--- src/rtl/emr_pkg.sv ---
`default_nettype none
// ----------------------------------------------------------------------------
// Exact-match route table package
// Shared types and constants for the route table and its entry cells.
// ----------------------------------------------------------------------------
package emr_pkg;

    localparam int EMR_TABLE_ENTRIES   = 64;
    localparam int EMR_KEY_BITS        = 32;
    localparam int EMR_ROUTE_KEY_BITS  = 32;
    localparam int EMR_IFACE_BITS      = 32;
    // Cells between two registers of the match carry chain
    localparam int EMR_CELLS_PER_STAGE = 8;

    localparam logic [EMR_IFACE_BITS-1:0] EMR_IFACE_NONE = '1;

    typedef enum logic [1:0] {
        OP_LOOKUP = 2'd0,
        OP_ADD    = 2'd1,
        OP_DELETE = 2'd2,
        OP_CLEAR  = 2'd3
    } emr_op_t;

    typedef enum logic [1:0] {
        STAT_OK        = 2'd0,
        STAT_NOT_FOUND = 2'd1,
        STAT_FULL      = 2'd2
    } emr_status_t;

    typedef enum logic [1:0] {
        ST_IDLE,
        ST_SCAN,
        ST_COMMIT
    } emr_state_t;

    typedef struct packed {
        emr_op_t                     opcode;
        logic [EMR_ROUTE_KEY_BITS-1:0] route_key;
        logic [EMR_IFACE_BITS-1:0]   iface_in;
    } emr_req_t;

    typedef struct packed {
        emr_status_t               status;
        logic [EMR_IFACE_BITS-1:0] iface_out;
    } emr_rsp_t;

    // Update command broadcast to every cell
    typedef struct packed {
        logic shift_in;   // take the entry of the newer neighbor
        logic remove;     // take the older neighbor at and after the first match
        logic clear;      // drop every entry
    } emr_cmd_t;

    // Newest-match carry handed from cell to cell
    typedef struct packed {
        logic                      found;
        logic [EMR_IFACE_BITS-1:0] iface;
    } emr_carry_t;

endpackage : emr_pkg
`default_nettype wire

--- src/rtl/emr_cell.sv ---
`default_nettype none
// ----------------------------------------------------------------------------
// Route table entry cell
// Holds one key and interface pair, compares it with the request key and
// passes the newest-match carry and its entry to its neighbors.
// ----------------------------------------------------------------------------
module emr_cell
    import emr_pkg::*;
#(
    parameter int KEY_W     = EMR_KEY_BITS,
    parameter bit CARRY_REG = 1'b0
) (
    input  wire logic                      aclk,
    input  wire logic                      aresetn,
    input  wire emr_cmd_t                  cmd,
    input  wire logic [KEY_W-1:0]          req_key,
    input  wire logic [KEY_W-1:0]          prev_key,
    input  wire logic [EMR_IFACE_BITS-1:0] prev_iface,
    input  wire logic                      prev_valid,
    input  wire logic [KEY_W-1:0]          next_key,
    input  wire logic [EMR_IFACE_BITS-1:0] next_iface,
    input  wire logic                      next_valid,
    output logic [KEY_W-1:0]               key_out,
    output logic [EMR_IFACE_BITS-1:0]      iface_out,
    output logic                           valid_out,
    input  wire emr_carry_t                carry_in,
    output emr_carry_t                     carry_out
);

    logic [KEY_W-1:0]          key_reg;
    logic [EMR_IFACE_BITS-1:0] iface_reg;
    logic                      valid_reg;
    logic                      match;
    emr_carry_t                carry_next;

    assign match = valid_reg && (key_reg == req_key);

    always_comb begin
        carry_next.found = carry_in.found | match;
        carry_next.iface = carry_in.found ? carry_in.iface : iface_reg;
    end

    always_ff @(posedge aclk) begin
        if (!aresetn) begin
            valid_reg <= 1'b0;
        end else if (cmd.clear) begin
            valid_reg <= 1'b0;
        end else if (cmd.shift_in) begin
            valid_reg <= prev_valid;
        end else if (cmd.remove && carry_next.found) begin
            valid_reg <= next_valid;
        end
    end

    always_ff @(posedge aclk) begin
        if (cmd.shift_in) begin
            key_reg   <= prev_key;
            iface_reg <= prev_iface;
        end else if (cmd.remove && carry_next.found) begin
            key_reg   <= next_key;
            iface_reg <= next_iface;
        end
    end

    assign key_out   = key_reg;
    assign iface_out = iface_reg;
    assign valid_out = valid_reg;

    generate
        if (CARRY_REG) begin : g_carry_reg
            emr_carry_t carry_reg;

            always_ff @(posedge aclk) begin
                if (!aresetn) begin
                    carry_reg.found <= 1'b0;
                end else begin
                    carry_reg.found <= carry_next.found;
                end
                carry_reg.iface <= carry_next.iface;
            end

            assign carry_out = carry_reg;
        end else begin : g_carry_comb
            assign carry_out = carry_next;
        end
    endgenerate

endmodule : emr_cell
`default_nettype wire

--- config.mk ---
export PLATFORM = sky130hd
export DESIGN_NAME = emr_cell
export DESIGN_NICKNAME = d
export VERILOG_FILES = /design/src/rtl/emr_pkg.sv /design/src/rtl/emr_cell.sv
export SDC_FILE = /design/constraint.sdc
export NUM_CORES = 1
export LEC_CHECK = 0
export BUFFER_PORTS_ARGS = -buffer_cell sky130_fd_sc_hd__buf_2
export CAP_MARGIN = 40
export CORE_AREA = 2 2 117 119
export CTS_CLUSTER_SIZE = 24
export DETAILED_ROUTE_END_ITERATION = 16
export DIE_AREA = 0 0 119 121
export GPL_TIMING_DRIVEN = 0
export PLACE_DENSITY = 0.58
export SETUP_SLACK_MARGIN = 0.2
export SYNTH_ARGS = -nofsm -noshare
export SYNTH_HDL_FRONTEND = slang
export SYNTH_SLANG_ARGS = --single-unit
export TNS_END_PERCENT = 50
--- constraint.sdc ---
create_clock -name aclk -period 8.35 [get_ports aclk]
set_input_delay 1.2525 -clock aclk [delete_from_list [all_inputs] [get_ports aclk]]
set_output_delay 1.2525 -clock aclk [all_outputs]
set_load 0.05 [all_outputs]
==> results of run 1 <==
[per-stage QoR]
stage                     power [mW]  hold WS (ns)
after global placement        0.8191        0.8003
after detailed placement      0.8222        0.8246
after floorplan               0.7045        0.8420
final                          1.173        0.8128
after global routing           1.225        0.9205
after CTS                      1.193        0.8351
[sequential cells by signal (all words and copies together) (netlist names)]
| name | count |
|---|---|
| iface_out | 32 |
| key_out | 32 |
| valid_out | 1 |
[final cells by class]
class                      instances  area [um2]  share of cell area [%]
inverter                           2       7.507                  0.1354
timing repair buffer             297        1524                   27.49
antenna                            2       5.005                 0.09029
tap                              176       220.2                   3.973
multi-input combinational        150        1505                   27.16
clock inverter                     4       43.79                  0.7901
sequential                        65        1942                   35.03
clock buffer                      12       236.5                   4.266
buffer                            12       58.81                   1.061
[worst max-delay path: stages]
cell and delay [ns]:
buf_2 0.10, xor2_1 0.16, nor4_1 0.50, nand4_1 0.34, or2b_1 0.24, buf_2 0.27
[cell usage after synthesis (all sizes together)]
library cell and instances:
o21ai 3, nand4 6, and3b 1, clkbuf 1
nor3 1, nor4 3, a21oi 1, o31a 1
xnor2 24, nand3 1, or2b 1, inv 2
mux2i 1, xor2 8, nand2 3, mux2 96
buf 11, dfxtp 1, edfxtp 64
[cells by family (layout without fill, tap and decap cells)]
group,Yosys count,in the layout,synth area share [%]
multiplexers,97,97,31.15
AND/OR/NAND/NOR,16,16,2.680
other,0,2,0
XOR/XNOR,32,32,8.003
buffers and inverters,14,327,1.893
flip-flops,65,65,55.45
AO/OA/AOI/OAI,5,5,0.8215
[routing by layer]
layer,GRT usage (%),vias up,wire length (um)
met5,0,-,0
met4,6.994,0,221
met3,4.746,12,929
met2,28.48,174,6018
met1,16.48,1449,4241
li1,-,1486,-
[power by group through the flow]
| stage | clock [mW] | combinational (mW) | sequential [mW] |
|---|---|---|---|
| detailed placement | 0 | 0.390 | 0.432 |
| finish | 0.361 | 0.386 | 0.425 |
| global placement | 0 | 0.383 | 0.436 |
| global route | 0.390 | 0.405 | 0.430 |
| CTS | 0.376 | 0.391 | 0.426 |
| floorplan | 0 | 0.143 | 0.561 |
[worst max-delay path by stage]
stage	start	end	slack [ns]	cells past startpoint
floorplan	req_key[10]	iface_out[0]	1.36	5
global placement	req_key[31]	key_out[6]	-1.67	5
detailed placement	req_key[31]	carry_out[32]	4.09	6
CTS	req_key[31]	carry_out[32]	4.08	6
global route	req_key[15]	carry_out[32]	4.06	7
finish	req_key[31]	carry_out[32]	4.23	6
==> results.md, run 1 <==
- Seq/Total Area, Yosys: a little under three fifths
- Final std cells w/o fill: 720
- Post-route cell area: between 0.005 and 0.006 mm2
- Clock skew: slightly below 0.005 ns
- Yosys warning total: 0
- Switch share: between 30 and 40%
- GRT Util Overall: around 16%
- Crit path time final: just over 4 ns
- Worst slew margin: around half
- Clk sinks: 65
- Area leader, netlist: edfxtp_1
- CTS tree: yes
- Synth area leaders: edfxtp_1, mux2_2, xnor2_1
- Clock network power share: 30.8%
- Crit path max fanout: 3
- Average cell area after synthesis: 15.29 um2
- Final worst slack: 4.230 ns
- Cell Rows: 42
- Routed len/inst: approximately 16 um
- 1st-iter DRT viols: 68
- Reg-to-Reg Start: key_out[31]
- Core Util, Final: a little over two fifths
- Final net count: 737
- Root Buffer Master: clkbuf_16
- Maxcap violations: 0
- Post-synth top area share: roughly 55%
- Tightest Hold Check Type: flip-flop to flip-flop
- Fin. Hold Viols: 0
- Mapped Area: roughly 0.0035 mm2
- Reg clk slew, reported paths: about 0.050 ns
- Int Pwr: 756.7 uW
- Worst slew pin tran: around 0.73 ns
- RSZ-0062 raised after global routing: false
- NetSw: about 420 uW
- Clk_lat worst skew: 0.33 ns
- Gate Count Post-Synth: ~230
- Initial antenna violation count: 2
- Setup TNS: 0 ns
- DRT Pass-1 Iters: 4
- Die W: 119 um
- Leak: 2.525 nW
- Final Max Tran Viols: 0
- H-Tree Depth: 3
- Residual DRC: 0
- Die H: 121 um
- Share of cells above drive strength 1: between 70% and 80%
- Buffers inserted by post-CTS timing repair: 0
- Post_cts resized: 0
- Crit Path Category: input pin to primary output
- Number of I/O pins: 298
- Most common cell after layout, fill and taps aside: buf_2
- Most frequent cells in the layout: buf_2, mux2_2, edfxtp_1, xnor2_1, clkbuf_16
- First-pass GRT wire length: ~17 mm
- Hold_sp: valid_out
- WL final: about 11 mm
- Via Count: 3121
- Setup crit start kind: input pin
- Register-to-Register Setup Slack: 5.60 ns
- Full die area: between 0.01 and 0.015 mm2
- Sequential Power Share: 36.3%
- Post-DP HPWL: 9.465 mm
- Library cells used by synthesis: 19
- Final Setup Violations: 0
- Cts bufs inserted: 9
- Pre-CTS setup slack: 4.087 ns
- Placed cell count: 702
- Largest net degree at the start of global routing: 25
- Worst Hold Path EP: valid_out
- # port buffers: around 300
- Vias/cell: 4.335
- Maximum vdd drop: ~0.084 mV
- Vias in the first global route: about 3300
- Area Growth Syn to Fin: 58.27%
- R2R cell count: 5
- Initial core utilization: between 20 and 30%
- Core area: 0.01309 mm2
- Flops & latches, synth: 65
- Number of routed nets with antenna violations: 0
- WP data arrival: around 2.9 ns
- R2R Path End: key_out[11]
- Status: finished clean
- Worst EP required: slightly above 7 ns
- Post-CTS Hold Fix Bufs: 0
- GP Congestion: approximately 0.77
- Grt total ovfl: 0
- Power per cell area: approximately 210 mW/mm2
- Clock buffer depth: 2
- Final period utilization: between 40 and 50%
- # fillers: ~1300
- Max Fclk: around 0.24 GHz
- Critical path endpoint category: primary output
- Hold path depth: 4
- Post-DP Area: approximately 0.0053 mm2
- Combinational power share: about 33%
- Synth Net Count: ~430
(Power assumes the default switching activity.)
==> inputs of run 2 (changes only) <==
--- a/config.mk
+++ b/config.mk
@@ -5,14 +5,15 @@
 export SDC_FILE = /design/constraint.sdc
 export NUM_CORES = 1
 export LEC_CHECK = 0
+export ABC_AREA = 1
 export BUFFER_PORTS_ARGS = -buffer_cell sky130_fd_sc_hd__buf_2
 export CAP_MARGIN = 40
-export CORE_AREA = 2 2 117 119
+export CORE_AREA = 2 2 115 117
 export CTS_CLUSTER_SIZE = 24
 export DETAILED_ROUTE_END_ITERATION = 16
-export DIE_AREA = 0 0 119 121
+export DIE_AREA = 0 0 117 119
 export GPL_TIMING_DRIVEN = 0
-export PLACE_DENSITY = 0.58
+export PLACE_DENSITY = 0.61
 export SETUP_SLACK_MARGIN = 0.2
 export SYNTH_ARGS = -nofsm -noshare
 export SYNTH_HDL_FRONTEND = slang
==> constraint.sdc (replaced) <==
create_clock -name aclk -period 4 [get_ports aclk]
set_input_delay 0.6 -clock aclk [delete_from_list [all_inputs] [get_ports aclk]]
set_output_delay 0.6 -clock aclk [all_outputs]
set_load 0.05 [all_outputs]
==> results.md, run 2 <==
- Met2 Use GR: 32.26% (was 28.48%)
- Status: finished clean (unchanged)
- Sequential Power Share: 37.4% (was 36.3%)
- Max Fclk: between 0.3 and 0.4 GHz
- Post-DP HPWL: 10.23 mm (was 9.465 mm)
- Register-to-Register Setup Slack: 1.79 ns (was 5.60 ns)
- Final std cells w/o fill: 998 (was 720)
- Maxcap violations: 0 (unchanged)
- Top cells by count, synth: nand2_1, edfxtp_1, inv_1 (was mux2_2, edfxtp_1, xnor2_1)
- Core Util, Final: 44.33% (was 42.36%)
- Crit path time final: between 2 and 3 ns
- Post-CTS Hold Fix Bufs: 0 (unchanged)
- Most common cell after layout, fill and taps aside: nand2_1 (was buf_2)
- H-Tree Depth: 3 (unchanged)
- Worst EP required: 3.40 ns (was 7.10 ns)
- Leak: 3.261 nW (was 2.525 nW)
- Worst Hold Path EP: key_out[24] (was valid_out)
- Full die area: 0.01392 mm2 (was 0.01440 mm2)
- Global routing usage on met3: 2.443% (was 4.746%)
- Crit Path Category: input pin to primary output (unchanged)
- Number of I/O pins: 298 (unchanged)
- Final Max Tran Viols: 0 (unchanged)
- Synth area leaders: edfxtp_1, nand2_1, inv_1 (was edfxtp_1, mux2_2, xnor2_1)
- Average cell area after synthesis: 7.320 um2 (was 15.29 um2)
- Clk sinks: 65 (unchanged)
- WL final: 12.63 mm (was 11.41 mm)
- Gate Count Post-Synth: 509 (was 229)
- Initial core utilization: 28.94% (was 26.76%)
- Clock buffer depth: 2 (unchanged)
- Setup crit start kind: input pin (unchanged)
- Main synth FF type: edfxtp_1 (unchanged)
- Peak-usage layer in the global routing report: met2 (unchanged)
- Reg clk slew, reported paths: 0.06 ns (was 0.05 ns)
- # port buffers: 296 (was 295)
- GRT Util Overall: 17.82% (was 15.59%)
- Min Hold Slack: 0.5331 ns (was 0.8128 ns)
- Vias/cell: 4.165 (was 4.335)
- Final Setup Violations: 0 (unchanged)
- First-pass GRT wire length: 18.98 mm (was 16.65 mm)
- Pre-CTS setup slack: 1.291 ns (was 4.087 ns)
- Power per cell area: 417.5 mW/mm2 (was 211.6 mW/mm2)
- Combinational power share: 33.8% (was 33.0%)
- Critical path endpoint category: primary output (unchanged)
- Cts bufs inserted: 9 (unchanged)
- Root Buffer Master: clkbuf_16 (unchanged)
- Worst slew pin tran: 0.5521 ns (was 0.7297 ns)
- Post-route cell area: 0.005708 mm2 (was 0.005543 mm2)
- Total power: 2.383 mW (was 1.173 mW)
- Die W: 117 um (was 119 um)
- Fin. Hold Viols: 0 (unchanged)
- Share of cells above drive strength 1: 38.44% (was 76.94%)
- Most frequent cells in the layout: nand2_1, buf_2, edfxtp_1, inv_1, clkbuf_1 (was buf_2, mux2_2, edfxtp_1, xnor2_1, clkbuf_16)
- Cell Rows: 42 (unchanged)
- Initial antenna violation count: 0 (was 2)
- Final worst slack: 1.335 ns (was 4.230 ns)
- Post-DP Area: 0.005453 mm2 (was 0.005258 mm2)
- Routed len/inst: 12.66 um (was 15.85 um)
- Buffers inserted by post-CTS timing repair: 0 (unchanged)
- GP Congestion: 0.7686 (was 0.7707)
- Residual DRC: 0 (unchanged)
- Met1 usage: 21.04% (was 16.48%)
- R2R Path End: key_out[30] (was key_out[11])
- Vias in the first global route: 3924 (was 3264)
- Hold path depth: 3 (was 4)
- Crit path max fanout: 10 (was 3)
- EDFF count, synth: 64 (unchanged)
- Setup TNS: 0 ns (unchanged)
- Worst slew margin: 63.19% (was 51.17%)
- Die H: 119 um (was 121 um)
- Post-synth top area share: 51.58% (was 54.88%)
- Largest net degree at the start of global routing: 37 (was 25)
- Area leader, netlist: edfxtp_1 (unchanged)
- Mapped Area: 0.003726 mm2 (was 0.003502 mm2)
- Library cells used by synthesis: 19 (unchanged)
- Maximum vdd drop: 0.1426 mV (was 0.08372 mV)
- R2R cell count: 12 (was 5)
- Switch share: 38.24% (was 35.48%)
- Area Growth Syn to Fin: 53.19% (was 58.27%)
- DRT Pass-1 Iters: 5 (was 4)
- Most common cell in the netlist: nand2_1 (was mux2_2)
- Clock network power share: 28.8% (was 30.8%)
- Flops & latches, synth: 65 (unchanged)
- Final period utilization: between 60% and 70%
- Grt total ovfl: 0 (unchanged)
- Synth Net Count: 709 (was 429)
- Register area: 0.001942 mm2 (unchanged)
- WP data arrival: 2.06 ns (was 2.87 ns)
- Clock skew: 0.008547 ns (was 0.004825 ns)
- Reg-to-Reg Start: key_out[30] (was key_out[31])
- Post-synth ARST share: 0% (unchanged)
- 1st-iter DRT viols: 180 (was 68)
- Final net count: 1017 (was 737)
- Via Count: 4157 (was 3121)
- Tightest Hold Check Type: input pin to flip-flop (was flip-flop to flip-flop)
- RSZ-0062 raised after global routing: false (unchanged)
- CTS tree: yes (unchanged)
- Clk_lat worst skew: 0.33 ns (about the same)
- # fillers: 1386 (was 1266)
- Post_cts resized: 0 (unchanged)
- Seq/Total Area, Yosys: 52.12% (was 55.45%)
- Int Pwr: 1.472 mW (was 756.7 uW)
- Hold_sp: next_key[24] (was valid_out)
- Number of routed nets with antenna violations: 0 (unchanged)
- Multi-input logic area: 0.001555 mm2 (was 0.001505 mm2)
- NetSw: 911.3 uW (was 416.2 uW)
- Yosys warning total: 0 (unchanged)
- Placed cell count: 982 (was 702)
- N_diodes: 0 (was 2)
- Core area: 0.01287 mm2 (was 0.01309 mm2)
==> run 2: cell types whose count changed in the layout (fill, tap and decap cells not counted), moves of 2 or more <==
cell / before / now
nand2_1: 3 / 337
buf_2: 306 / 297
nand2_2: 0 / 2
nor2_1: 0 / 18
diode_2: 2 / 0
xor2_1: 8 / 2
xnor2_1: 24 / 10
inv_1: 2 / 39
o21ai_0: 2 / 0
mux2_2: 96 / 0
clkbuf_1: 4 / 20
nor4_1: 3 / 0
buf_4: 0 / 2
==> run 2: kinds of logic after synthesis <==
group | count (synthesis) | share of synthesized area, %
simple gates | 368 | 37.84
flops | 65 | 52.12
buf+inv | 60 | 6.279
xor+xnor | 12 | 2.821
compound gates | 3 | 0.6718
mux | 1 | 0.2686
==> run 2: area by class of cell <==
cell class              count  area share, %
clock inverters             5         0.3946
flip-flops and latches     65          34.02
repair buffers            297          26.30
plain buffers              21          1.534
inverters                  39          2.565
well taps                 176          3.858
clock buffers              11          4.077
multi-input cells         384          27.25
==> run 2: worst max path at each step <==
stage,start,endpoint,slack [ns]
after global routing,carry_in[32],carry_out[17],1.18
after floorplan,key_out[23],iface_out[0],1.27
after global placement,carry_in[32],iface_out[1],0.70
final,carry_in[32],carry_out[6],1.34
after detailed placement,carry_in[32],carry_out[6],1.29
after CTS,carry_in[32],carry_out[6],1.29
==> run 2: power by group through the flow <==
stage / registers (mW) / logic, mW / clock network (mW)
6_report: 0.892 / 0.804 / 0.686
3_3_place_gp: 0.906 / 0.804 / 0
5_1_grt: 0.903 / 0.864 / 0.736
4_1_cts: 0.894 / 0.812 / 0.709
2_1_floorplan: 1.17 / 0.288 / 0
3_5_place_dp: 0.905 / 0.811 / 0
==> run 2: critical path, cell delays in order <==
cell and delay (ns):
clkbuf_1 0.24, inv_1 0.38, clkbuf_1 0.38, nand2_1 0.09
nand2_1 0.10, buf_2 0.27
==> run 2: layer usage <==
| layer | wire (um) | share of wire, % |
|---|---|---|
| met5 | 0 | 0 |
| met4 | 248 | 2.0 |
| met3 | 853 | 6.8 |
| met2 | 6313 | 50 |
| met1 | 5215 | 41 |
==> inputs of run 3 (changes only) <==
--- a/config.mk
+++ b/config.mk
@@ -13,7 +13,7 @@
 export DETAILED_ROUTE_END_ITERATION = 16
 export DIE_AREA = 0 0 117 119
 export GPL_TIMING_DRIVEN = 0
-export PLACE_DENSITY = 0.61
+export PLACE_DENSITY = 0.64
 export SETUP_SLACK_MARGIN = 0.2
 export SYNTH_ARGS = -nofsm -noshare
 export SYNTH_HDL_FRONTEND = slang
==> constraint.sdc (replaced) <==
create_clock -name aclk -period 2.26 [get_ports aclk]
set_input_delay 0.339 -clock aclk [delete_from_list [all_inputs] [get_ports aclk]]
set_output_delay 0.339 -clock aclk [all_outputs]
set_load 0.05 [all_outputs]
==> results.md, run 3 (synthesized netlist as in run 2, its figures left out) <==
- H-Tree Depth: 3 (unchanged)
- Maxcap violations: 0 (unchanged)
- First-pass GRT wire length: 18.93 mm (was 18.98 mm)
- # fillers: 1341 (was 1386)
- Maximum vdd drop: 0.2549 mV (was 0.1426 mV)
- WP data arrival: 1.68 ns (was 2.06 ns)
- Core area: 0.01287 mm2 (unchanged)
- Leak: 3.271 nW (was 3.261 nW)
- Tightest Hold Check Type: input pin to flip-flop (unchanged)
- Vias/cell: 4.206 (was 4.165)
- Root Buffer Master: clkbuf_16 (unchanged)
- Final Max Tran Viols: 0 (unchanged)
- Initial core utilization: 28.94% (unchanged)
- Die W: 117 um (unchanged)
- Status: finished clean (unchanged)
- Clock skew: 0.005811 ns (was 0.008547 ns)
- Crit path time final: 2.021 ns
- Number of I/O pins: 298 (unchanged)
- Cts bufs inserted: 9 (unchanged)
- Largest net degree at the start of global routing: 34 (was 37)
- Worst slew pin tran: 0.5322 ns (was 0.5521 ns)
- Post-DP HPWL: 10.20 mm (was 10.23 mm)
- Residual DRC: 0 (unchanged)
- Setup TNS: 0 ns (unchanged)
- # port buffers: 296 (unchanged)
- Via Count: 4198 (was 4157)
- Clk_lat worst skew: 0.32 ns (was 0.33 ns)
- Share of cells above drive strength 1: 39.05% (was 38.44%)
- Max Fclk: about 0.5 GHz
- Clk sinks: 65 (unchanged)
- Power per cell area: 731.1 mW/mm2 (was 417.5 mW/mm2)
- Setup crit start kind: flip-flop (was input pin)
- Vias in the first global route: 3888 (was 3924)
- Most common cell after layout, fill and taps aside: nand2_1 (unchanged)
- Total power: 4.213 mW (was 2.383 mW)
- Area Growth Syn to Fin: 54.67% (was 53.19%)
- Number of routed nets with antenna violations: 0 (unchanged)
- WL final: 13.11 mm (was 12.63 mm)
- Worst EP required: 1.92 ns (was 3.40 ns)
- Critical path endpoint category: primary output (unchanged)
- Cell Rows: 42 (unchanged)
- Full die area: 0.01392 mm2 (unchanged)
- Grt total ovfl: 0 (unchanged)
- Final period utilization: 89.44%
- Die H: 119 um (unchanged)
- Fin. Hold Viols: 0 (unchanged)
- Register area: 0.001942 mm2 (unchanged)
- Routed len/inst: 13.14 um (was 12.66 um)
- Final Setup Violations: 0 (unchanged)
- N_diodes: 0 (unchanged)
- Crit Path Category: flip-flop to primary output (was input pin to primary output)
- Crit path max fanout: 3 (was 10)
- GRT Util Overall: 18.04% (was 17.82%)
- CTS tree: yes (unchanged)
- Reg clk slew, reported paths: 0.05 ns (was 0.06 ns)
- GP Congestion: 0.8072 (was 0.7686)
- Final net count: 1019 (was 1017)
- Clock buffer depth: 2 (unchanged)
- Worst slew margin: 64.52% (was 63.19%)
- 1st-iter DRT viols: 126 (was 180)
- Most frequent cells in the layout: nand2_1, buf_2, edfxtp_1, inv_1, clkbuf_1 (unchanged)
- RSZ-0062 raised after global routing: true (was false)
- Initial antenna violation count: 0 (unchanged)
- DRT Pass-1 Iters: 4 (was 5)
- Multi-input logic area: 0.001622 mm2 (was 0.001555 mm2)
[run 3: final timing paths]
path              endpoint         from  slack [ns]  cells after the start
max          carry_out[32]  key_out[26]        0.24                     10
min              valid_out       cmd[0]        0.28                      3
max reg2reg  iface_out[30]  key_out[26]        0.31                     11
min reg2reg      valid_out    valid_out        0.80                      3
[run 3: report_power, final]
group | total [mW] | switching (mW) | internal (mW) | leakage [nW]
combinational | 1.44 | 1.06 | 0.388 | 2.50
clock | 1.19 | 0.465 | 0.723 | 0.118
sequential | 1.58 | 0.0874 | 1.49 | 0.650
total | 4.21 | 1.61 | 2.60 | 3.27
[run 3: worst max-delay path: stages, from the launching register on]
cell and delay (ns):
edfxtp_1 0.41, nor2_2 0.12, nor2_1 0.05, nor2_1 0.12, nand2_1 0.06, nor2_1 0.08, nand2_1 0.09, nor2_2 0.12
nand2_2 0.07, nand2_4 0.09, buf_8 0.15
[run 3: area by class of cell]
type                            instances  area share, %
Buffer                                 21          1.563
Clock buffer                           12          4.103
Clock inverter                          2         0.1303
Inverter                               39          2.540
Multi-Input combinational cell        386          28.14
Sequential cell                        65          33.70
Tap cell                              176          3.821
Timing Repair Buffer                  297          26.01
[run 3: per-stage QoR]
step	hold WS [ns]	cells	util (%)	worst slack, ns	instance area, um2
finish	0.2782	998	44.76	0.2386	5763
global route	0.2688	998	44.76	0.08424	5763
CTS	0.2653	996	44.43	0.1419	5720
detailed placement	0.6063	981	42.34	0.05463	5451
global placement	0.6018	981	42.34	0.06129	5451
floorplan	0.4944	509	-	0.1172	3750
[run 3: timing repair]
| item | 4_1_cts | 5_1_grt |
|---|---|---|
| gates resized for setup | 5 | 7 |
| pin swaps | 1 | 3 |
| buffers inserted | 0 | 1 |
| hold buffers | 0 | 0 |
| gates cloned | 1 | 1 |
| endpoints found under the hold margin | 0 | 0 |
| endpoints found under the setup margin | 82 | 86 |
[run 3: per-layer routing]
metal / vias up / global-route usage, % / routed length [um]
met5: - / 0 / 0
met1: 1809 / 21.47 / 5405
li1: 2182 / - / -
met2: 183 / 31.07 / 6411
met3: 24 / 4.173 / 953
met4: 0 / 7.132 / 340
